--- config.mk ---
export PLATFORM = sky130hd
export DESIGN_NAME = mshu_ctrl
export DESIGN_NICKNAME = d
export VERILOG_FILES = /design/src/sv/mshu_pkg.sv /design/src/sv/mshu_ctrl.sv
export SDC_FILE = /design/constraint.sdc
export NUM_CORES = 1
export LEC_CHECK = 0
export CAP_MARGIN = 30
export CELL_PAD_IN_SITES_DETAIL_PLACEMENT = 1
export CELL_PAD_IN_SITES_GLOBAL_PLACEMENT = 2
export CORE_MARGIN = 4
export CORE_UTILIZATION = 31
export CTS_CLUSTER_DIAMETER = 150
export CTS_CLUSTER_SIZE = 28
export DETAILED_ROUTE_END_ITERATION = 12
export DONT_BUFFER_PORTS = 1
export PLACE_DENSITY_LB_ADDON = 0.1
export SLEW_MARGIN = 20
export SYNTH_ARGS = -nofsm -noshare
export SYNTH_HDL_FRONTEND = slang
export SYNTH_SLANG_ARGS = --single-unit
--- constraint.sdc ---
create_clock -name clk -period 2.1 [get_ports clk]
set_input_delay 0.315 -clock clk [delete_from_list [all_inputs] [get_ports clk]]
set_output_delay 0.315 -clock clk [all_outputs]
set_load 0.02 [all_outputs]
--- src/sv/mshu_pkg.sv ---
// mshu_pkg: shared types and constants for the moore stencil heat update block
// command and status structs between controller and datapath, window weight tables
// no dependencies
package mshu_pkg;

  localparam int TEMP_W     = 18;
  localparam int COND_W     = 16;
  localparam int GROW_W     = 16;
  localparam int CFG_W      = 9;
  localparam int CFG_DATA_W = 16;
  localparam int ENTRY_W    = TEMP_W + COND_W + 1;
  localparam int WEIGHT_W   = 9;
  localparam int LCM_W      = 12;
  localparam int TEMP_MAX   = 69632;

  // configuration register indexes
  typedef enum logic [1:0] {
    CFG_ROWS   = 2'd0,
    CFG_COLS   = 2'd1,
    CFG_GROWTH = 2'd2
  } cfg_idx_t;

  // controller to datapath commands
  typedef struct packed {
    logic accept;
    logic rd_center;
    logic latch_center;
    logic walk;
    logic den1;
    logic den2;
    logic den3;
    logic div_start;
    logic term;
    logic grow;
    logic final_load;
  } mshu_cmd_t;

  // datapath to controller status
  typedef struct packed {
    logic emit;
    logic walk_last;
    logic pipe_empty;
    logic nb_zero;
    logic div_done;
    logic out_full;
  } mshu_sts_t;

  // least common multiple of (d+2)^2 over d = 1..range
  function automatic int lcm_of(input int range);
    int res;
    case (range)
      1: res = 9;
      2: res = 144;
      default: res = 3600;
    endcase
    return res;
  endfunction

  // lcm / (d+2)^2 for a neighbor at chebyshev distance d
  function automatic int weight_of(input int range, input int d);
    int res;
    res = 1;
    if (range == 2) begin
      res = (d == 1) ? 16 : 9;
    end else if (range >= 3) begin
      res = (d == 1) ? 400 : ((d == 2) ? 225 : 144);
    end
    return res;
  endfunction

endpackage

--- src/sv/mshu_ctrl.sv ---
// mshu_ctrl: controller state machine of the heat update block
// sequences store write, window walk, division, growth and output load
// depends on mshu_pkg
module mshu_ctrl (
  input  logic                clk,
  input  logic                rst_n,
  input  logic                in_valid,
  output logic                in_stall,
  output mshu_pkg::mshu_cmd_t cmd,
  input  mshu_pkg::mshu_sts_t sts
);
  import mshu_pkg::*;

  typedef enum logic [12:0] {
    S_IDLE   = 13'b0000000000001,
    S_CENTER = 13'b0000000000010,
    S_CWAIT  = 13'b0000000000100,
    S_WALK   = 13'b0000000001000,
    S_DRAIN  = 13'b0000000010000,
    S_DEN1   = 13'b0000000100000,
    S_DEN2   = 13'b0000001000000,
    S_DEN3   = 13'b0000010000000,
    S_DIV    = 13'b0000100000000,
    S_DIVW   = 13'b0001000000000,
    S_TERM   = 13'b0010000000000,
    S_GROW   = 13'b0100000000000,
    S_FINAL  = 13'b1000000000000
  } state_t;

  state_t state_r, state_nxt;

  // next state and commands
  always_comb begin
    state_nxt = state_r;
    cmd       = '0;
    case (state_r)
      S_IDLE: begin
        cmd.accept = in_valid;
        if (in_valid && sts.emit) begin
          state_nxt = S_CENTER;
        end
      end
      S_CENTER: begin
        cmd.rd_center = 1'b1;
        state_nxt     = S_CWAIT;
      end
      S_CWAIT: begin
        cmd.latch_center = 1'b1;
        state_nxt        = S_WALK;
      end
      S_WALK: begin
        cmd.walk = 1'b1;
        if (sts.walk_last) begin
          state_nxt = S_DRAIN;
        end
      end
      S_DRAIN: begin
        if (sts.pipe_empty) begin
          state_nxt = S_DEN1;
        end
      end
      S_DEN1: begin
        cmd.den1  = 1'b1;
        state_nxt = S_DEN2;
      end
      S_DEN2: begin
        cmd.den2  = 1'b1;
        state_nxt = S_DEN3;
      end
      S_DEN3: begin
        cmd.den3  = 1'b1;
        state_nxt = sts.nb_zero ? S_TERM : S_DIV;
      end
      S_DIV: begin
        cmd.div_start = 1'b1;
        state_nxt     = S_DIVW;
      end
      S_DIVW: begin
        if (sts.div_done) begin
          state_nxt = S_TERM;
        end
      end
      S_TERM: begin
        cmd.term  = 1'b1;
        state_nxt = S_GROW;
      end
      S_GROW: begin
        cmd.grow  = 1'b1;
        state_nxt = S_FINAL;
      end
      S_FINAL: begin
        if (!sts.out_full) begin
          cmd.final_load = 1'b1;
          state_nxt      = S_IDLE;
        end
      end
      default: state_nxt = S_IDLE;
    endcase
  end

  always_ff @(posedge clk) begin
    if (!rst_n) begin
      state_r <= S_IDLE;
    end else begin
      state_r <= state_nxt;
    end
  end

  assign in_stall = (state_r != S_IDLE);

endmodule

* Yosys cells after proc, flatten, opt, wreduce, memory -nomap -nowiden
Cells that the tools add are included.
** Storage, ports and cells
- Register bits after elaboration :: 13
- Bits in latches :: 0
- RAM bits :: 0
- Memory bits (read-only) :: 0
- Bits of input ports :: 9
- Output and inout port bits :: 12
- Logic and storage cells :: 41
- Memories kept :: 0
** Cells by class
- $add $sub $neg :: 0
- Multiply operators :: 0
- Divide/modulo/power cells :: 0
- Magnitude comparators :: 0
- Equal/unequal tests :: 19
- Shifts and indexed selects :: 0
- Mux-type cells :: 19
- Bitwise logic cells :: 0
- Reduce and logical (&&, ||, !) cells :: 2
** Operators with widths (number)
- one-hot mux 13 bit (13 select lines) :: 1
- two-way mux 13 bit :: 5
- equality test 13 x 1 -> 1 bit (second input constant) :: 1
- equality test 13 x 10 -> 1 bit (second input constant) :: 1
- equality test 13 x 11 -> 1 bit (second input constant) :: 1
- equality test 13 x 12 -> 1 bit (second input constant) :: 1
- equality test 13 bit (second input constant) :: 1
- equality test 13 x 2 -> 1 bit (second input constant) :: 1
- equality test 13 x 3 -> 1 bit (second input constant) :: 1
- equality test 13 x 4 -> 1 bit (second input constant) :: 1
- equality test 13 x 5 -> 1 bit (second input constant) :: 1
- equality test 13 x 6 -> 1 bit (second input constant) :: 1
- equality test 13 x 7 -> 1 bit (second input constant) :: 1
- equality test 13 x 8 -> 1 bit (second input constant) :: 1
- equality test 13 x 9 -> 1 bit (second input constant) :: 1
- inequality test 13 x 1 -> 1 bit (second input constant) :: 1
- two-way mux 1 bit :: 12
- two-way mux 11 bit :: 1
- inequality test 2 bit (second input constant) :: 5
- AND reduction 5 bit :: 1
- logical AND 1 bit :: 1

* Logic depth before layout (Yosys ltp)
Gate-level depths: netlist (run 1).
- Depth after elaboration :: 3
- Depth in mapped cells :: 6
- Mapped depth without buffers :: 5

* Worst setup path after synthesis (run 1)
No wires, ideal clock.
- Kind :: register to output
- Start :: reg state_r[8]
- End :: out cmd[10] in the netlist's numbering
- Data arrival time :: 2047 ps
- Data required time :: 1785 ps
- Path slack :: -262 ps
- Cell stages (with the launch flop) :: 6
- Path buffers :: 1
- Cell sequence :: dfxtp_1 -> or2_2 -> buf_6 -> nor4_1 -> nand4b_1 -> nor2_1
** RTL lines
- start, declared :: line mshu_ctrl.sv:30 : state_t state_r, state_nxt;
- start signal, assigned :: line mshu_ctrl.sv:105 : state_r <= state_nxt;
- end, declared :: line mshu_ctrl.sv:9 : output mshu_pkg::mshu_cmd_t cmd,

==> results of run 1 <==
-- cells by family (layout without fill, tap and decap cells) --
logic type	count (synthesis)	in the layout	synth area share (%)
mux	1	1	1.34
xor+xnor	3	3	3.12
buf+inv	7	38	4.15
simple gates	60	60	45.0
compound gates	17	17	15.6
flops	13	13	30.9
-- repair_timing --
action,in CTS,in global routing
resized for setup,24,11
setup endpoints to repair,12,17
buffers inserted,6,7
pin swaps,10,3
endpoints found under the hold margin,0,0
-- report_power, final --
part | leakage, nW | total [mW] | switching (mW) | internal, mW
clock network | 0.0150 | 0.165 | 0.0913 | 0.0740
registers | 0.108 | 0.292 | 0.0184 | 0.273
logic | 0.372 | 0.656 | 0.345 | 0.311
total | 0.495 | 1.11 | 0.454 | 0.659
-- worst max-delay path, cell delays in order (launching register included) --
cell      delay (ns)
dfxtp_2         0.36
or3_4           0.41
buf_6           0.14
nor3_4          0.26
nand2b_4        0.11
nor4_2          0.14
buf_4           0.18
-- layout by cell type, fill, tap and decap left out, types with 3 or more instances in the layout --
master     n
nor4b_1    3
buf_6      6
clkbuf_4   3
dfxtp_1    8
nand2_1    6
nand2b_1   7
or3_4      3
nor2_1     9
buf_4     25
dfxtp_2    4
nor3_1     3
o21ai_0    4
-- through the flow --
step / hold WS (ns) / utilization, % / setup TNS [ns] / worst slack, ns
final: 0.135 / 50.1 / -0.359 / -0.0925
after global routing: 0.123 / 50.1 / -1.22 / -0.189
after CTS: 0.134 / 46.7 / -0.427 / -0.111
after detailed placement: 0.437 / 40.3 / 0 / 0.0518
after global placement: 0.433 / 40.3 / 0 / 0.0406
after floorplan: 0.462 / - / -0.0847 / -0.0718
-- per-layer routing --
metal | vias up | routed length [um] | track usage, %
met4 | 0 | 53 | 5.70
met1 | 426 | 1180 | 21.5
met3 | 8 | 123 | 5.18
met2 | 20 | 1370 | 27.6
met5 | - | 0 | 0
li1 | 437 | - | -
-- how the worst max path moves through the flow --
stage	to	slack, ns	cells after the start
after detailed placement	state_r[10]	0.05	4
final	cmd[0]	-0.09	6
after global placement	state_r[10]	0.04	4
after global routing	cmd[10]	-0.19	5
after floorplan	cmd[0]	-0.07	5
after CTS	cmd[0]	-0.11	5
-- final cells by class --
cell class              count  area, um^2
inverters                   3        13.8
clock buffers               4        26.3
well taps                  30        37.5
repair buffers             31         255
flip-flops and latches     13         269
fillers                   294        1270
multi-input cells          81         673
==> metrics, run 1 <==
CP Capture Type=output pin; Final setup viols=7; hold endpoint=state_r[9]; Regs by FF count=state_r x13; Bufs on Longest Clock Path=2; final slew viol count=0; syn_nets=between 100 and 150; largest net degree at the start of global routing=12; yosys warns=0; failing checks=setup timing; Area Growth Syn to Fin=51.2%; CTS tree=built; slew at the pin closest to its max-slew limit=between 0.6 and 0.7 ns; number of flip-flops in the largest register=13; fin crit period=about 2.2 ns; type of element launching the critical path=flop; synth top area cells=dfxtp_1 31%, nand2b_1 6.7%, nor2_1 4.9%; Fin Clk Skew=approximately 0.0070 ns; standard-cell rows=18; Arrival @ worst endpoint=around 1.9 ns; kind of critical path=flop to output pin; vias=around 890; Worst Path Max Fanout=6; WL final=2720 um; initial drt markers=20; crit path from=state_r[5]; Synth Register Bits=13; finished layout cell area=1270 um^2; Hold Fails Final Rpt=0; Worst-path clk slew=about 0.08 ns; Inserted Diodes=0; worst r2r src=state_r[10]; Max Cap Viol=0; Antenna Violating Nets Remaining=0; number of remaining DRC errors=0; area leader, netlist=dfxtp_1; reg-to-reg critical path endpoint=state_r[10]; Non-Filler Instances=approximately 160; I/O pin cnt=21; WHS Path Cells=2; worst r2r path cells=4; first-pass GRT wire length=approximately 4500 um; hold_sp=rst_n; Final Cycle Share=104%; Biggest register=state_r; Worst Hold Class=input port to flop; Hold Buf Count CTS=0; Total Power=between 1 and 1.5 mW; placed cells=roughly 150; post-synth cell types=41; count leader, synth=dfxtp_1; ys async rst share=0%; pwr dens=just under 900 nW/um^2; total CTS buffers=3; worst reg2reg setup slack=0 ns; Worst VDD drop=between 0.0005 and 0.0006 V; Worst EP required=between 1.5 and 2 ns; clock latency on the worst-skew pair=around 0.29 ns; global route total overflow=0; clock sinks=13; Cells after Synth=roughly 100; RSZ-0062 raised after global routing=yes; Peak Freq=456 MHz; CTS HTree Levels=1; Die Wd=around 60 um; Root Buffer=clkbuf_4; Detailed Place HPWL=1910 um; vias in the first global route=around 950; DIE AREA=between 3000 and 4000 um^2; Die Y-Extent=around 60 um; setup ws final=-0.0925 ns; vias per cell=between 5 and 6; Post-synth top flop=dfxtp_1; top cell type's share of synthesized area=30.9%; initial antenna violation count=0; Final nets=142; number of flops mapped to enable cells by yosys=0; Lkg Pwr=0.495 nW; Slew HR=between 50% and 60%; gp weighted congestion=between 0.7 and 0.8; status=finished, violations left; GRT Total Usage=17.1%; Pre-Repair DR Iteration Count=4; Core ar.=2540 um^2; Syn Area/Cell=approximately 8.3 um^2; WL/cell=16.8 um; commonest cells in the synthesized netlist=13 x dfxtp_1, 11 x nor2_1, 9 x nand2b_1, 7 x nor3_1, 6 x nand2_1; DP Area=1020 um^2; area of the mapped netlist=843 um^2; Port Buffers=0; sequential area share after synthesis=about 31%; share of post-route cells with drive strength above 1=between 50 and 60%; Starting Density=between 30 and 40%
Power figures use the tool's default switching activity.
==> inputs of run 2 (changes only) <==
- CORE_UTILIZATION: 31 -> 34
- clock period: 2.1 -> 2.3 ns (I/O delays scaled with it)
==> metrics, run 2 (synthesis gave the netlist of run 1 again) <==
Pint=0.509 mW (was 0.659 mW); Port Buffers=0 (unchanged); Worst Path Max Fanout=5 (was 6); Inserted Diodes=0 (unchanged); final hold slack=0.162 ns (was 0.135 ns); Total Power=0.884 mW (was 1.11 mW); Max Cap Viol=0 (unchanged); Psw=0.375 mW (was 0.454 mW); number of remaining DRC errors=0 (unchanged); initial antenna violation count=0 (unchanged); placed cells=138 (was 146); gp weighted congestion=0.758 (was 0.754); area of the multi-input gates=626 um^2 (was 673 um^2); routed wl met2=1160 um (was 1370 um); largest net degree at the start of global routing=12 (unchanged); Antenna Violating Nets Remaining=0 (unchanged); type of element launching the critical path=flop (unchanged); Final nets=127 (was 142); kind of critical path=flop to output pin (unchanged); slowest CP cell=or4_4 (was or3_4); Slew HR=66.1% (was 57.7%); slew at the pin closest to its max-slew limit=0.507 ns (was 0.634 ns); Hold Fails Final Rpt=0 (unchanged); share of post-route cells with drive strength above 1=34.2% (was 50.8%); Area Growth Syn to Fin=29.5% (was 51.2%); Worst EP required=1.96 ns (was 1.78 ns); first-pass GRT wire length=4070 um (was 4530 um); Worst-path clk slew=0.09 ns (was 0.08 ns); Lkg Pwr=0.417 nW (was 0.495 nW); sw frac=42.5% (was 40.8%); fin crit period=approximately 2.3 ns; global route total overflow=0 (unchanged); CTS tree=built (unchanged); flip-flop and latch area=267 um^2 (was 269 um^2); initial drt markers=6 (was 20); standard-cell rows=17 (was 18); WL final=2430 um (was 2720 um); Die Y-Extent=57.8 um (was 60.2 um); Max Used Layer=met4 (unchanged); status=finished clean (was finished, violations left); total CTS buffers=3 (unchanged); routed length on met1=1150 um (was 1180 um); Die Wd=57.8 um (was 60.2 um); setup_tns=0 ns (was -0.359 ns); Biggest register=state_r (unchanged); pwr dens=809 nW/um^2 (was 873 nW/um^2); Worst VDD drop=0.000436 V (was 0.000594 V); Starting Density=37.1% (was 33.1%); clock sinks=13 (unchanged); Gate power share=52.0% (was 58.9%); Sequential Power Share=30.8% (was 26.2%); Arrival @ worst endpoint=1.92 ns (was 1.88 ns); CTS HTree Levels=1 (unchanged); Bufs on Longest Clock Path=2 (unchanged); I/O pin cnt=21 (unchanged); Fin Clk Skew=0.00445 ns (was 0.00695 ns); Pre-Repair DR Iteration Count=2 (was 4); vias=813 (was 891); Regs by FF count=state_r x13 (unchanged); Final setup viols=0 (was 7); worst path cell trace=or4_4 > nor3_4 > nand2b_4 > nor3_4 > buf_6 (was or3_4 > buf_6 > nor3_4 > nand2b_4 > nor4_2 > buf_4); Detailed Place HPWL=1800 um (was 1910 um); GRT Total Usage=15.6% (was 17.1%); clock power share=17.3% (was 14.8%); Core ar.=2280 um^2 (was 2540 um^2); number of flip-flops in the largest register=13 (unchanged); Met3 Wirelength=95 um (was 123 um); vias in the first global route=829 (was 947); Peak Freq=442 MHz; Root Buffer=clkbuf_4 (unchanged); CP dominant cell by count=nor3_4; CP peak stage delay=0.58 ns (was 0.41 ns); WL/cell=16.8 um (about the same); Non-Filler Instances=145 (was 162); CP Capture Type=output pin (unchanged); Final Util=48.0% (was 50.1%); RSZ-0062 raised after global routing=yes (unchanged); fillers=274 (was 294); most frequent cells in the layout=14 x buf_4, 10 x dfxtp_1, 9 x nor2_1, 8 x nand2b_1, 6 x nand2_1 (was 25 x buf_4, 9 x nor2_1, 8 x dfxtp_1, 7 x nand2b_1); Worst Hold Class=input port to flop (unchanged); DIE AREA=3340 um^2 (was 3620 um^2); Final Cycle Share=98.4%; clock latency on the worst-skew pair=0.29 ns (about the same); most common cell after layout, fill and taps aside=buf_4 (unchanged); vias per cell=5.61 (was 5.50); final slew viol count=0 (unchanged)
-- run 2: changes by cell type in the layout (fill, tap and decap cells not counted), sizes merged --
| cell | previous run | this run |
|---|---|---|
| buf | 31 | 16 |
-- run 2: power by group through the flow --
stage	clock, mW	combinational, mW	sequential [mW]
finish	0.153	0.459	0.272
detailed placement	0	0.416	0.277
CTS	0.154	0.431	0.272
floorplan	0	0.277	0.274
global route	0.170	0.509	0.275
global placement	0	0.407	0.277
-- run 2: critical path, delay by kind of cell, from the launching register on --
kind          cells  cell delay [ns]
flops             1             0.32
simple gates      4             1.17
buf+inv           1             0.14
-- run 2: metal layers --
layer,GRT usage [%],vias to the layer above
li1,-,411
met1,20.5,389
met2,24.5,9
met3,4.01,4
met4,5.96,0
met5,0,-
-- run 2: worst paths after layout --
path	end	slack, ns	startpoint	depth (start not counted)
worst max-delay path	cmd[2]	0.04	state_r[0]	5
worst min-delay path	state_r[9]	0.16	rst_n	2
worst max register to register	state_r[1]	0.21	state_r[6]	5
worst min register to register	state_r[6]	0.52	state_r[5]	2
-- run 2: per-stage QoR --
stage               setup slack [ns]  cell area [um^2]
floorplan                    -0.0241               852
global placement               0.235               961
detailed placement            0.0887               961
CTS                          0.00941              1020
global route                 -0.0567              1090
finish                        0.0368              1090
-- run 2: area by class of cell --
| type | count | area share, % |
|---|---|---|
| Multi-Input combinational cell | 81 | 57.3 |
| Clock buffer | 4 | 2.41 |
| Tap cell | 28 | 3.21 |
| Inverter | 3 | 1.03 |
| Timing Repair Buffer | 16 | 11.7 |
| Sequential cell | 13 | 24.4 |
-- run 2: timing repair --
item / 4_1_cts / 5_1_grt
hold buffers: 0 / 0
gates resized for setup: 5 / 13
pin swaps: 0 / 6
endpoints found under the setup margin: 5 / 9
buffers inserted: 1 / 2
